===== src/design/dspd_pkg.sv =====
package dspd_pkg;

   // Default sensor sample width
   localparam int SAMPLE_BITS_DEF = 12;

   // Register widths
   localparam int GAIN_W   = 10;
   localparam int DTIME_W  = 16;
   localparam int PERIOD_W = 16;
   localparam int LIMIT_W  = 12;
   localparam int CSR_W    = 16;
   localparam int CSR_IDX_W = 2;

   // Register reset values
   localparam logic [GAIN_W-1:0]   PROP_GAIN_RST     = 10'd5;
   localparam logic [DTIME_W-1:0]  DERIV_TIME_RST    = 16'd2000;
   localparam logic [PERIOD_W-1:0] SAMPLE_PERIOD_RST = 16'd20;
   localparam logic [LIMIT_W-1:0]  PWM_LIMIT_RST     = 12'd100;

   // Error and drive formats
   localparam int ERR_W    = 16;
   localparam int FRAC_W   = 14;
   localparam int ACC_W    = LIMIT_W + FRAC_W;
   localparam int Q8_SHIFT = 6;
   localparam int DRIVE_W  = ACC_W - Q8_SHIFT;
   localparam logic signed [ERR_W-1:0] ERR_ONE = 16'sd16384;

   // Difference terms and the shared multiplier
   localparam int D1_W     = ERR_W + 1;
   localparam int D2_W     = ERR_W + 2;
   localparam int D1MAG_W  = ERR_W;
   localparam int MAG_W    = ERR_W + 1;
   localparam int MULA_W   = GAIN_W + DTIME_W;
   localparam int MUL_W    = MULA_W + MAG_W;
   localparam int P_W      = GAIN_W + D1MAG_W + 1;
   localparam int SUM_W    = MUL_W + 2;

   // Result bus width: drive then error, padded to bytes
   localparam int RSP_TDATA_W = ((DRIVE_W + ERR_W + 7) / 8) * 8;

   typedef enum logic [CSR_IDX_W-1:0] {
      REG_PROP_GAIN     = 2'd0,
      REG_DERIV_TIME    = 2'd1,
      REG_SAMPLE_PERIOD = 2'd2,
      REG_PWM_LIMIT     = 2'd3
   } csr_index_type;

   typedef struct packed {
      logic [GAIN_W-1:0]   prop_gain;
      logic [DTIME_W-1:0]  deriv_time;
      logic [PERIOD_W-1:0] sample_period;
      logic [LIMIT_W-1:0]  pwm_limit;
   } cfg_type;

   typedef struct packed {
      logic busy;
      logic done;
   } div_stat_type;

   typedef enum logic [3:0] {
      ST_IDLE,
      ST_ERR_DIV,
      ST_ERR_WAIT,
      ST_DIFF,
      ST_MUL_P,
      ST_MUL_KT,
      ST_MUL_D2,
      ST_D_DIV,
      ST_D_WAIT,
      ST_ADD_P,
      ST_ADD_D,
      ST_CLAMP,
      ST_DONE
   } state_type;

endpackage


===== src/design/dspd_div.sv =====
module dspd_div
   import dspd_pkg::*;
#(
   parameter int NUM_W = MUL_W,
   parameter int DEN_W = PERIOD_W + 1,
   parameter int CNT_W = $clog2(MUL_W + 1)
) (
   input  logic             clock,
   input  logic             reset,
   input  logic             start,
   input  logic [NUM_W-1:0] dividend,  // left aligned
   input  logic [DEN_W-1:0] divisor,   // nonzero
   input  logic [CNT_W-1:0] steps,
   output logic [NUM_W-1:0] quotient,
   output div_stat_type     stat
);

   logic [NUM_W-1:0] shift_ff, shift_in;
   logic [DEN_W-1:0] rem_ff, rem_in;
   logic [DEN_W-1:0] den_ff, den_in;
   logic [CNT_W-1:0] cnt_ff, cnt_in;
   logic             done_ff, done_in;
   logic [DEN_W:0]   trial;
   logic [DEN_W:0]   trial_sub;
   logic             trial_ge;

   // One restoring shift-subtract step per cycle
   always_comb begin
      trial     = {rem_ff, shift_ff[NUM_W-1]};
      trial_sub = trial - {1'b0, den_ff};
      trial_ge  = (trial >= {1'b0, den_ff});
      shift_in  = shift_ff;
      rem_in    = rem_ff;
      den_in    = den_ff;
      cnt_in    = cnt_ff;
      done_in   = 1'b0;
      if (start) begin
         shift_in = dividend;
         rem_in   = '0;
         den_in   = divisor;
         cnt_in   = steps;
      end else if (cnt_ff != '0) begin
         shift_in = {shift_ff[NUM_W-2:0], trial_ge};
         rem_in   = trial_ge ? trial_sub[DEN_W-1:0] : trial[DEN_W-1:0];
         cnt_in   = cnt_ff - 1'b1;
         done_in  = (cnt_ff == CNT_W'(1));
      end
   end

   // Control state
   always_ff @(posedge clock) begin
      if (reset) begin
         cnt_ff  <= '0;
         done_ff <= 1'b0;
      end else begin
         cnt_ff  <= cnt_in;
         done_ff <= done_in;
      end
   end

   // Datapath
   always_ff @(posedge clock) begin
      shift_ff <= shift_in;
      rem_ff   <= rem_in;
      den_ff   <= den_in;
   end

   assign quotient  = shift_ff;
   assign stat.busy = (cnt_ff != '0);
   assign stat.done = done_ff;

endmodule


===== src/design/dspd_ctrl.sv =====
module dspd_ctrl
   import dspd_pkg::*;
#(
   parameter int SAMPLE_BITS = SAMPLE_BITS_DEF
) (
   input  logic                    clock,
   input  logic                    reset,
   input  cfg_type                 cfg,
   input  logic                    req_valid,
   output logic                    req_ready,
   input  logic [SAMPLE_BITS-1:0]  left_sample,
   input  logic [SAMPLE_BITS-1:0]  right_sample,
   output logic                    res_valid,
   input  logic                    res_ready,
   output logic [DRIVE_W-1:0]      res_drive,
   output logic signed [ERR_W-1:0] res_error
);

   localparam int ERR_NUM_W = SAMPLE_BITS + FRAC_W;
   localparam int NUM_W = (ERR_NUM_W > MUL_W) ? ERR_NUM_W : MUL_W;
   localparam int DEN_W = (SAMPLE_BITS + 1 > PERIOD_W) ? SAMPLE_BITS + 1 : PERIOD_W;
   localparam int CNT_W = $clog2(NUM_W + 1);

   // Multiplier operand selects
   localparam logic [1:0] MSEL_KP_D1 = 2'd0;
   localparam logic [1:0] MSEL_KP_TD = 2'd1;
   localparam logic [1:0] MSEL_KT_D2 = 2'd2;

   state_type state_ff, state_in;

   logic [SAMPLE_BITS-1:0]  left_ff, left_in;
   logic [SAMPLE_BITS-1:0]  right_ff, right_in;
   logic signed [ERR_W-1:0] e_ff, e_in;
   logic signed [ERR_W-1:0] e1_ff, e1_in;
   logic signed [ERR_W-1:0] e2_ff, e2_in;
   logic [ACC_W-1:0]        acc_ff, acc_in;
   logic                    d1_neg_ff, d1_neg_in;
   logic                    d2_neg_ff, d2_neg_in;
   logic [D1MAG_W-1:0]      d1_mag_ff, d1_mag_in;
   logic [MAG_W-1:0]        d2_mag_ff, d2_mag_in;
   logic [MUL_W-1:0]        mul_ff, mul_in;
   logic signed [P_W-1:0]   pterm_ff, pterm_in;
   logic signed [SUM_W-1:0] dterm_ff, dterm_in;
   logic signed [SUM_W-1:0] sum_ff, sum_in;

   // Control outputs
   logic               div_start;
   logic               div_err_sel;
   logic [1:0]         mul_sel;
   logic [MULA_W-1:0]  mul_a;
   logic [MAG_W-1:0]   mul_b;
   logic [MUL_W-1:0]   mul_prod;

   // Divider connections
   logic [NUM_W-1:0]   div_dividend;
   logic [DEN_W-1:0]   div_divisor;
   logic [CNT_W-1:0]   div_steps;
   logic [NUM_W-1:0]   div_quo;
   div_stat_type       div_stat;

   // Error path
   logic [SAMPLE_BITS:0]    lr_sum;
   logic                    left_ge;
   logic [SAMPLE_BITS-1:0]  lr_abs;
   logic [ERR_NUM_W-1:0]    err_num;
   logic [ERR_W-1:0]        err_mag;
   logic signed [ERR_W-1:0] err_new;

   // Difference terms
   logic signed [D1_W-1:0]  d1;
   logic signed [D2_W-1:0]  d2;
   logic signed [D1_W-1:0]  d1_abs;
   logic signed [D2_W-1:0]  d2_abs;

   logic [PERIOD_W-1:0]     period_eff;
   logic [ACC_W-1:0]        acc_top;

   // Next state
   always_comb begin
      state_in = state_ff;
      case (state_ff)
         ST_IDLE:     if (req_valid) state_in = ST_ERR_DIV;
         ST_ERR_DIV:  state_in = (lr_sum == '0) ? ST_DIFF : ST_ERR_WAIT;
         ST_ERR_WAIT: if (div_stat.done) state_in = ST_DIFF;
         ST_DIFF:     state_in = ST_MUL_P;
         ST_MUL_P:    state_in = ST_MUL_KT;
         ST_MUL_KT:   state_in = ST_MUL_D2;
         ST_MUL_D2:   state_in = ST_D_DIV;
         ST_D_DIV:    state_in = ST_D_WAIT;
         ST_D_WAIT:   if (div_stat.done) state_in = ST_ADD_P;
         ST_ADD_P:    state_in = ST_ADD_D;
         ST_ADD_D:    state_in = ST_CLAMP;
         ST_CLAMP:    state_in = ST_DONE;
         ST_DONE:     if (res_ready) state_in = ST_IDLE;
         default:     state_in = ST_IDLE;
      endcase
   end

   // Control outputs
   always_comb begin
      req_ready   = 1'b0;
      res_valid   = 1'b0;
      div_start   = 1'b0;
      div_err_sel = 1'b0;
      mul_sel     = MSEL_KP_D1;
      case (state_ff)
         ST_IDLE:    req_ready = 1'b1;
         ST_ERR_DIV: begin
            div_start   = (lr_sum != '0);
            div_err_sel = 1'b1;
         end
         ST_MUL_P:   mul_sel = MSEL_KP_D1;
         ST_MUL_KT:  mul_sel = MSEL_KP_TD;
         ST_MUL_D2:  mul_sel = MSEL_KT_D2;
         ST_D_DIV:   div_start = 1'b1;
         ST_DONE:    res_valid = 1'b1;
         default:    mul_sel = MSEL_KP_D1;
      endcase
   end

   // Normalized difference operands
   always_comb begin
      lr_sum  = {1'b0, left_ff} + {1'b0, right_ff};
      left_ge = (left_ff >= right_ff);
      lr_abs  = left_ge ? (left_ff - right_ff) : (right_ff - left_ff);
      err_num = {lr_abs, {FRAC_W{1'b0}}};
      err_mag = (div_quo[ERR_NUM_W-1:0] > ERR_NUM_W'(ERR_ONE)) ?
                ERR_ONE : div_quo[ERR_W-1:0];
      err_new = left_ge ? $signed(err_mag) : -$signed(err_mag);
   end

   // Shared divider operand select
   always_comb begin
      period_eff = (cfg.sample_period == '0) ? PERIOD_W'(1) : cfg.sample_period;
      if (div_err_sel) begin
         div_dividend = NUM_W'(err_num) << (NUM_W - ERR_NUM_W);
         div_divisor  = DEN_W'(lr_sum);
         div_steps    = CNT_W'(ERR_NUM_W);
      end else begin
         div_dividend = NUM_W'(mul_ff) << (NUM_W - MUL_W);
         div_divisor  = DEN_W'(period_eff);
         div_steps    = CNT_W'(MUL_W);
      end
   end

   // Shared multiplier operand select
   always_comb begin
      case (mul_sel)
         MSEL_KP_D1: begin
            mul_a = MULA_W'(cfg.prop_gain);
            mul_b = MAG_W'(d1_mag_ff);
         end
         MSEL_KP_TD: begin
            mul_a = MULA_W'(cfg.prop_gain);
            mul_b = MAG_W'(cfg.deriv_time);
         end
         MSEL_KT_D2: begin
            mul_a = mul_ff[MULA_W-1:0];
            mul_b = d2_mag_ff;
         end
         default: begin
            mul_a = '0;
            mul_b = '0;
         end
      endcase
      mul_prod = MUL_W'(mul_a) * MUL_W'(mul_b);
   end

   // Datapath next values
   always_comb begin
      d1      = D1_W'(e_ff) - D1_W'(e1_ff);
      d2      = D2_W'(e_ff) - (D2_W'(e1_ff) <<< 1) + D2_W'(e2_ff);
      d1_abs  = d1[D1_W-1] ? -d1 : d1;
      d2_abs  = d2[D2_W-1] ? -d2 : d2;
      acc_top = {cfg.pwm_limit, {FRAC_W{1'b0}}};

      left_in   = left_ff;
      right_in  = right_ff;
      e_in      = e_ff;
      e1_in     = e1_ff;
      e2_in     = e2_ff;
      acc_in    = acc_ff;
      d1_neg_in = d1_neg_ff;
      d2_neg_in = d2_neg_ff;
      d1_mag_in = d1_mag_ff;
      d2_mag_in = d2_mag_ff;
      mul_in    = mul_ff;
      pterm_in  = pterm_ff;
      dterm_in  = dterm_ff;
      sum_in    = sum_ff;

      case (state_ff)
         ST_IDLE: begin
            left_in  = left_sample;
            right_in = right_sample;
         end
         ST_ERR_DIV:  e_in = '0;
         ST_ERR_WAIT: if (div_stat.done) e_in = err_new;
         ST_DIFF: begin
            d1_neg_in = d1[D1_W-1];
            d2_neg_in = d2[D2_W-1];
            d1_mag_in = d1_abs[D1MAG_W-1:0];
            d2_mag_in = d2_abs[MAG_W-1:0];
         end
         ST_MUL_P:  mul_in = mul_prod;
         ST_MUL_KT: begin
            // take kp*|d1| out of the multiplier register, then load kp*td
            pterm_in = d1_neg_ff ? -$signed({1'b0, mul_ff[P_W-2:0]})
                                 :  $signed({1'b0, mul_ff[P_W-2:0]});
            mul_in   = mul_prod;
         end
         ST_MUL_D2: mul_in = mul_prod;
         ST_D_WAIT: if (div_stat.done) begin
            dterm_in = d2_neg_ff ? -$signed({2'b00, div_quo[MUL_W-1:0]})
                                 :  $signed({2'b00, div_quo[MUL_W-1:0]});
         end
         ST_ADD_P: sum_in = $signed({{(SUM_W-ACC_W){1'b0}}, acc_ff}) + SUM_W'(pterm_ff);
         ST_ADD_D: sum_in = sum_ff + dterm_ff;
         ST_CLAMP: begin
            if (sum_ff[SUM_W-1]) begin
               acc_in = '0;
            end else if (sum_ff > $signed({{(SUM_W-ACC_W){1'b0}}, acc_top})) begin
               acc_in = acc_top;
            end else begin
               acc_in = sum_ff[ACC_W-1:0];
            end
            e2_in = e1_ff;
            e1_in = e_ff;
         end
         default: e_in = e_ff;
      endcase
   end

   // Control and controller state
   always_ff @(posedge clock) begin
      if (reset) begin
         state_ff <= ST_IDLE;
         e1_ff    <= '0;
         e2_ff    <= '0;
         acc_ff   <= '0;
      end else begin
         state_ff <= state_in;
         e1_ff    <= e1_in;
         e2_ff    <= e2_in;
         acc_ff   <= acc_in;
      end
   end

   // Working registers
   always_ff @(posedge clock) begin
      left_ff   <= left_in;
      right_ff  <= right_in;
      e_ff      <= e_in;
      d1_neg_ff <= d1_neg_in;
      d2_neg_ff <= d2_neg_in;
      d1_mag_ff <= d1_mag_in;
      d2_mag_ff <= d2_mag_in;
      mul_ff    <= mul_in;
      pterm_ff  <= pterm_in;
      dterm_ff  <= dterm_in;
      sum_ff    <= sum_in;
   end

   dspd_div #(
      .NUM_W (NUM_W),
      .DEN_W (DEN_W),
      .CNT_W (CNT_W)
   ) u_div (
      .clock    (clock),
      .reset    (reset),
      .start    (div_start),
      .dividend (div_dividend),
      .divisor  (div_divisor),
      .steps    (div_steps),
      .quotient (div_quo),
      .stat     (div_stat)
   );

   assign res_drive = acc_ff[ACC_W-1:Q8_SHIFT];
   assign res_error = e_ff;

   // Drive stays within the limit after each clamp
   a_acc_limit: assert property (@(posedge clock) disable iff (reset)
      (state_ff == ST_CLAMP) |=> (acc_ff <= {cfg.pwm_limit, {FRAC_W{1'b0}}}))
      else $error("drive accumulator above limit");

   // Divider finishes only while a quotient is awaited
   a_div_done: assert property (@(posedge clock) disable iff (reset)
      div_stat.done |-> (state_ff == ST_ERR_WAIT || state_ff == ST_D_WAIT))
      else $error("divider done outside a wait state");

   // Divider is idle whenever a new division is started
   a_div_idle: assert property (@(posedge clock) disable iff (reset)
      div_start |-> !div_stat.busy)
      else $error("divider started while busy");

   // Error magnitude bounded by one
   a_err_range: assert property (@(posedge clock) disable iff (reset)
      (state_ff == ST_DIFF) |-> (e_ff <= ERR_ONE && e_ff >= -ERR_ONE))
      else $error("error out of range");

   // History holds while the result waits
   a_hold: assert property (@(posedge clock) disable iff (reset)
      (state_ff == ST_DONE && !res_ready) |=>
         (state_ff == ST_DONE && $stable(e1_ff) && $stable(acc_ff)))
      else $error("controller state moved while result stalled");

endmodule


===== src/design/differential_sensor_pd_controller.sv =====
// Differential sensor steering controller, incremental PD.
// req channel: one transaction carries a left and a right sensor sample. The block
// forms the normalized difference (l-r)/(l+r) in Q2.14 and runs one incremental
// PD step on a drive accumulator clamped to [0, pwm_limit].
// rsp channel: one transaction per request with the drive in Q.8 and the error.
// csr port: write-only registers prop_gain, deriv_time, sample_period, pwm_limit;
// write them only while no transaction is in flight.
// Sequence: after a request is accepted, the error division, the difference, the
// multiply states, the derivative division, the add states and the clamp run
// before rsp_tvalid rises. The error division is skipped when both samples are
// zero. The serial divider gives one quotient bit a cycle, run once for the error
// and once for the derivative term; a single shared multiplier forms each product.
// req_tready is high only while the controller is idle.
// Reset: registers return to their defaults, error history and accumulator clear.
// Stall: a finished result sits in the output register; the next request is taken
// meanwhile, and its result waits inside the controller until rsp_tready frees the
// register.
module differential_sensor_pd_controller
   import dspd_pkg::*;
#(
   parameter int SAMPLE_BITS = SAMPLE_BITS_DEF
) (
   input  logic                                 clock,
   input  logic                                 reset,
   input  logic                                 req_tvalid,
   output logic                                 req_tready,
   // left_sample, right_sample
   input  logic [((2*SAMPLE_BITS+7)/8)*8-1:0]   req_tdata,
   output logic                                 rsp_tvalid,
   input  logic                                 rsp_tready,
   // drive_out, steer_error
   output logic [RSP_TDATA_W-1:0]               rsp_tdata,
   input  logic                                 csr_wen,
   input  logic [CSR_IDX_W-1:0]                 csr_index,
   input  logic [CSR_W-1:0]                     csr_wdata
);

   cfg_type cfg_ff, cfg_in;

   logic                    rsp_valid_ff, rsp_valid_in;
   logic [DRIVE_W-1:0]      rsp_drive_ff, rsp_drive_in;
   logic signed [ERR_W-1:0] rsp_error_ff, rsp_error_in;

   logic                    res_valid;
   logic                    res_ready;
   logic [DRIVE_W-1:0]      res_drive;
   logic signed [ERR_W-1:0] res_error;

   // Register writes, low bits kept
   always_comb begin
      cfg_in = cfg_ff;
      if (csr_wen) begin
         case (csr_index_type'(csr_index))
            REG_PROP_GAIN:     cfg_in.prop_gain     = csr_wdata[GAIN_W-1:0];
            REG_DERIV_TIME:    cfg_in.deriv_time    = csr_wdata[DTIME_W-1:0];
            REG_SAMPLE_PERIOD: cfg_in.sample_period = csr_wdata[PERIOD_W-1:0];
            REG_PWM_LIMIT:     cfg_in.pwm_limit     = csr_wdata[LIMIT_W-1:0];
            default:           cfg_in = cfg_ff;
         endcase
      end
   end

   always_ff @(posedge clock) begin
      if (reset) begin
         cfg_ff.prop_gain     <= PROP_GAIN_RST;
         cfg_ff.deriv_time    <= DERIV_TIME_RST;
         cfg_ff.sample_period <= SAMPLE_PERIOD_RST;
         cfg_ff.pwm_limit     <= PWM_LIMIT_RST;
      end else begin
         cfg_ff <= cfg_in;
      end
   end

   // Output register: load when empty or being drained
   assign res_ready = !rsp_valid_ff || rsp_tready;

   always_comb begin
      rsp_valid_in = rsp_valid_ff;
      rsp_drive_in = rsp_drive_ff;
      rsp_error_in = rsp_error_ff;
      if (res_ready) begin
         rsp_valid_in = res_valid;
         if (res_valid) begin
            rsp_drive_in = res_drive;
            rsp_error_in = res_error;
         end
      end
   end

   always_ff @(posedge clock) begin
      if (reset) begin
         rsp_valid_ff <= 1'b0;
      end else begin
         rsp_valid_ff <= rsp_valid_in;
      end
   end

   always_ff @(posedge clock) begin
      rsp_drive_ff <= rsp_drive_in;
      rsp_error_ff <= rsp_error_in;
   end

   dspd_ctrl #(
      .SAMPLE_BITS (SAMPLE_BITS)
   ) u_ctrl (
      .clock        (clock),
      .reset        (reset),
      .cfg          (cfg_ff),
      .req_valid    (req_tvalid),
      .req_ready    (req_tready),
      .left_sample  (req_tdata[SAMPLE_BITS-1:0]),
      .right_sample (req_tdata[2*SAMPLE_BITS-1:SAMPLE_BITS]),
      .res_valid    (res_valid),
      .res_ready    (res_ready),
      .res_drive    (res_drive),
      .res_error    (res_error)
   );

   assign rsp_tvalid = rsp_valid_ff;
   assign rsp_tdata  = {{(RSP_TDATA_W-DRIVE_W-ERR_W){1'b0}}, rsp_error_ff, rsp_drive_ff};

endmodule

===== config.mk =====
export PLATFORM = sky130hd
export DESIGN_NAME = differential_sensor_pd_controller
export DESIGN_NICKNAME = d
export VERILOG_FILES = /design/src/design/dspd_pkg.sv /design/src/design/dspd_div.sv /design/src/design/dspd_ctrl.sv /design/src/design/differential_sensor_pd_controller.sv
export SDC_FILE = /design/constraint.sdc
export NUM_CORES = 2
export LEC_CHECK = 0
export ABC_AREA = 1
export ABC_CLOCK_PERIOD_IN_PS = 8300
export BUFFER_PORTS_ARGS = -buffer_cell sky130_fd_sc_hd__buf_2
export CORE_MARGIN = 2
export CORE_UTILIZATION = 55
export CTS_CLUSTER_DIAMETER = 40
export DETAILED_ROUTE_END_ITERATION = 8
export HOLD_SLACK_MARGIN = 0.05
export PLACE_DENSITY = 0.82
export SLEW_MARGIN = 20
export SYNTH_ARGS = -nofsm -noshare
export SYNTH_HDL_FRONTEND = slang
export SYNTH_SLANG_ARGS = --single-unit

===== constraint.sdc =====
create_clock -name clock -period 8.3 [get_ports clock]
set_input_delay 0 -clock clock [delete_from_list [all_inputs] [get_ports clock]]
set_output_delay 0 -clock clock [all_outputs]
set_load 0.02 [all_outputs]

==> key figures <==
STA
  • Layout Skew: 0.0634 ns
  • Final setup fails: 0
  • Worst-margin pin slew: 1.02 ns
  • Final hold vios: 0
  • Max Clk Rate: 0.126 GHz
  • Hold Slack: 0.0763 ns
  • Min Tclk post-route: 7.93 ns
  • Tcrit/Tclk final: 95.6%
  • RSZ-0062 raised after global routing: no
  • Count of pins over their slew limit: 0
  • Slew HR: 31.7%
  • Setup TNS: 0 ns

Detailed routing
  • WL per Instance: 20.9 µm
  • Wirelength, routed: 144000 µm
  • Post-route ant nets: 0
  • DR vias: 39413
  • DRC violations left: 0
  • 1st-iter DRT viols: 4077
  • Vias per inst: 5.72
  • TritonRoute pass-1 iters: 8

Critical path
  • WS Path Type: reg2reg
  • End of the worst register-to-register path: u_ctrl.mul_ff[35]$_DFFE_PP_
  • Critical Path RT: 8.64 ns
  • Max Fanout on Critical Path: 38
  • Slowest cell on crit path: fa_1
  • R2R setup slack: 0.37 ns
  • R2R depth: 28
  • Slowest stage delay, CP: 0.61 ns
  • Worst Setup SP: u_ctrl.state_ff[2]$_SDFFE_PP0P_
  • Critical path data arrival time: 8.27 ns
  • Critical path endpoint category: flip-flop
  • CP endpoint: u_ctrl.mul_ff[35]$_DFFE_PP_
  • Startpoint class of the critical path: flip-flop
  • FF-to-FF Start: u_ctrl.state_ff[2]$_SDFFE_PP0P_

CTS
  • H-tree depth: 3
  • Clk sinks: 470
  • Clk Latency, worst-skew pair: 0.65 ns
  • CTS clk-pin slew, worst paths: 0.05 ns
  • CTS tree: yes
  • Setup Buffers After CTS: 0
  • TritonCTS buffer count: 75
  • Root Buffer: clkbuf_16
  • Clock Tree Buf Depth: 3

Pwr
  • Sw power: 6790 µW
  • Logic pwr share: 51.5%
  • Total Power: 14400 µW
  • Worst vdd ir: 401 µV
  • Clock share of power: 22.4%
  • Int Pwr: 7600 µW
  • Sw frac: 47.2%
  • PD cells: 294 mW/mm²
  • Sequential power share: 26.0%
  • Pleak: 0.0229 µW

GRT
  • First-pass GRT wire length: 221000 µm
  • Grt ovf: 0
  • Antenna violations before repair: 4
  • Total track usage: 35.2%
  • Vias in the first global route: 39111
  • Largest net degree at the start of global routing: 76

Floorplan
  • Starting Density: 55.3%
  • Core Region: 0.0800 mm²
  • Top-Level Pins: 89
  • Core Rows: 104
  • Die width: 288 µm
  • Chip Height: 288 µm
  • Die ar.: 0.0827 mm²

Synth
  • Main combinational cell family by area after synthesis: adder cells
  • Area share of the largest cell type after synthesis: 22.4%
  • Post-synthesis mux area share: 0.0481%
  • Seq/Total Area, Yosys: 28.7%
  • Yosys top cell by area: edfxtp_1
  • Distinct cells, synth: 56
  • XOR/XNOR Fraction of Synth Area: 3.35%
  • Post-synth top cells: nand2_1, inv_1, nor2_1
  • Most frequent cell after synthesis: nand2_1
  • Synth Area per Inst: 7.86 µm²
  • Yosys warning count: 0
  • Synth Area in Compound Gates: 10.4%
  • Synthesized cell area: 0.0442 mm²
  • Simple-gate portion of the synthesized area: 21.5%
  • #FFs+latches synth: 470
  • Adder-cell share of the synthesized area: 25.5%
  • Dominant synthesized flop cell: edfxtp_1
  • Syn Inst Count: 5628
  • Async S/R FF share, synth: 0%
  • Post-synth EDFFs: 330
  • Synth area leaders: edfxtp_1, fa_1, nand2_1, inv_1, ha_1

Placed design
  • Port bufs: 84
  • Placed cell count: 6693
  • Dpl hpwl: 116000 µm
  • Final GP Congestion: 1.05

Layout
  • Layout area overhead: 10.7%
  • Share of cells above drive strength 1: 6.64%
  • # nets final: 6482
  • Post-Layout Cell Count: 6889

Run
  • Maximum capacitance violations: 0

Min path
  • Hold Path Class: in2reg

Run status
  • Run status: finished clean
## per-layer routing
metal	global-route usage, %	vias up	share of wire [%]
met5	0	-	0.012
met4	20.4	2	6.6
met3	5.80	489	8.5
met2	57.9	1962	47
met1	43.8	18802	38
li1	-	18158	-
## per-stage QoR
stage | utilization [%] | instance area, µm² | worst slack (ns)
after floorplan | - | 44200 | 1.41
after global placement | 57.2 | 45800 | 0.661
after detailed placement | 57.2 | 45800 | 0.555
after CTS | 61.2 | 49000 | 0.472
after global routing | 61.2 | 49000 | 0.0313
final | 61.2 | 49000 | 0.367
## worst max-delay path, delay by kind of cell, from the launching register on
kind | cells | cell delay, ns
AO/OA/AOI/OAI | 2 | 0.81
adder cells (fa/ha/maj) | 7 | 3.39
buffers and inverters | 8 | 1.30
flip-flops | 1 | 0.39
AND/OR/NAND/NOR | 11 | 1.74
## logic make-up (layout without fill, tap and decap cells)
family / after synthesis / in the layout
DFF: 470 / 470
and+or+nand+nor: 2317 / 2317
adders and majority gates: 672 / 672
other: 1 / 9
AOI/OAI and AO/OA: 813 / 813
buffers and inverters: 1184 / 1377
xor gates and xnor gates: 169 / 169
muxes: 2 / 2
## cell type report
| class | instances | area (µm²) |
|---|---|---|
| Fill cell | 6926 | 31100 |
| Sequential cell | 470 | 12700 |
| Tap cell | 1060 | 1330 |
| Multi-Input combinational cell | 3977 | 27000 |
| Inverter | 1036 | 3890 |
| Clock inverter | 51 | 627 |
| Antenna cell | 5 | 12.5 |
| Clock buffer | 87 | 2000 |
| Timing Repair Buffer | 203 | 1450 |
## cell usage in the layout (no fill, tap or decap), types with 24 or more instances in the layout
| cell type | count |
|---|---|
| nand4_1 | 46 |
| xor2_1 | 133 |
| nor2_1 | 602 |
| a31oi_1 | 26 |
| dfxtp_1 | 140 |
| dlygate4sd3_1 | 53 |
| buf_4 | 66 |
| nor3_1 | 63 |
| a21oi_1 | 336 |
| nand3_1 | 233 |
| xnor2_1 | 36 |
| fa_1 | 382 |
| nand2_1 | 1265 |
| inv_2 | 24 |
| inv_1 | 999 |
| buf_2 | 84 |
| clkbuf_16 | 76 |
| ha_1 | 290 |
| edfxtp_1 | 330 |
| o21ai_0 | 280 |
## power by group through the flow
stage	sequential [µW]	clock, µW	combinational [µW]
after floorplan	3540	0	5360
after global placement	3760	0	7090
after detailed placement	3770	0	7180
after CTS	3720	3250	7260
after global routing	3770	3350	8200
final	3740	3230	7410
## worst min path at each step
| stage | startpoint | endpoint | slack [ns] | depth (start not counted) |
|---|---|---|---|---|
| after floorplan | req_tdata[0] | u_ctrl.left_ff[0]$_DFFE_PP_ | 0.1 | 0 |
| after global placement | req_tdata[13] | u_ctrl.right_ff[1]$_DFFE_PP_ | 0.18 | 1 |
| after detailed placement | req_tdata[13] | u_ctrl.right_ff[1]$_DFFE_PP_ | 0.18 | 1 |
| after CTS | req_tdata[17] | u_ctrl.right_ff[5]$_DFFE_PP_ | 0.05 | 2 |
| after global routing | req_tdata[18] | u_ctrl.right_ff[6]$_DFFE_PP_ | 0.07 | 2 |
| final | req_tdata[7] | u_ctrl.left_ff[7]$_DFFE_PP_ | 0.08 | 2 |
## sequential cells by signal (all words and copies together) (netlist names), 16 cells and up
signal                 count
cfg_ff                    54
rsp_drive_ff              20
rsp_error_ff              16
u_ctrl.acc_ff             26
u_ctrl.d1_mag_ff          16
u_ctrl.d2_mag_ff          17
u_ctrl.dterm_ff           45
u_ctrl.e1_ff              16
u_ctrl.e2_ff              16
u_ctrl.mul_ff             43
u_ctrl.pterm_ff           27
u_ctrl.res_error          16
u_ctrl.sum_ff             45
u_ctrl.u_div.den_ff       16
u_ctrl.u_div.quotient     43
u_ctrl.u_div.rem_ff       16
## repair_timing
action	4_1_cts	5_1_grt
resized for setup	0	0
hold buffers	53	0
endpoints found under the hold margin	110	0
Note: power is estimated with default switching activity, not from simulation.
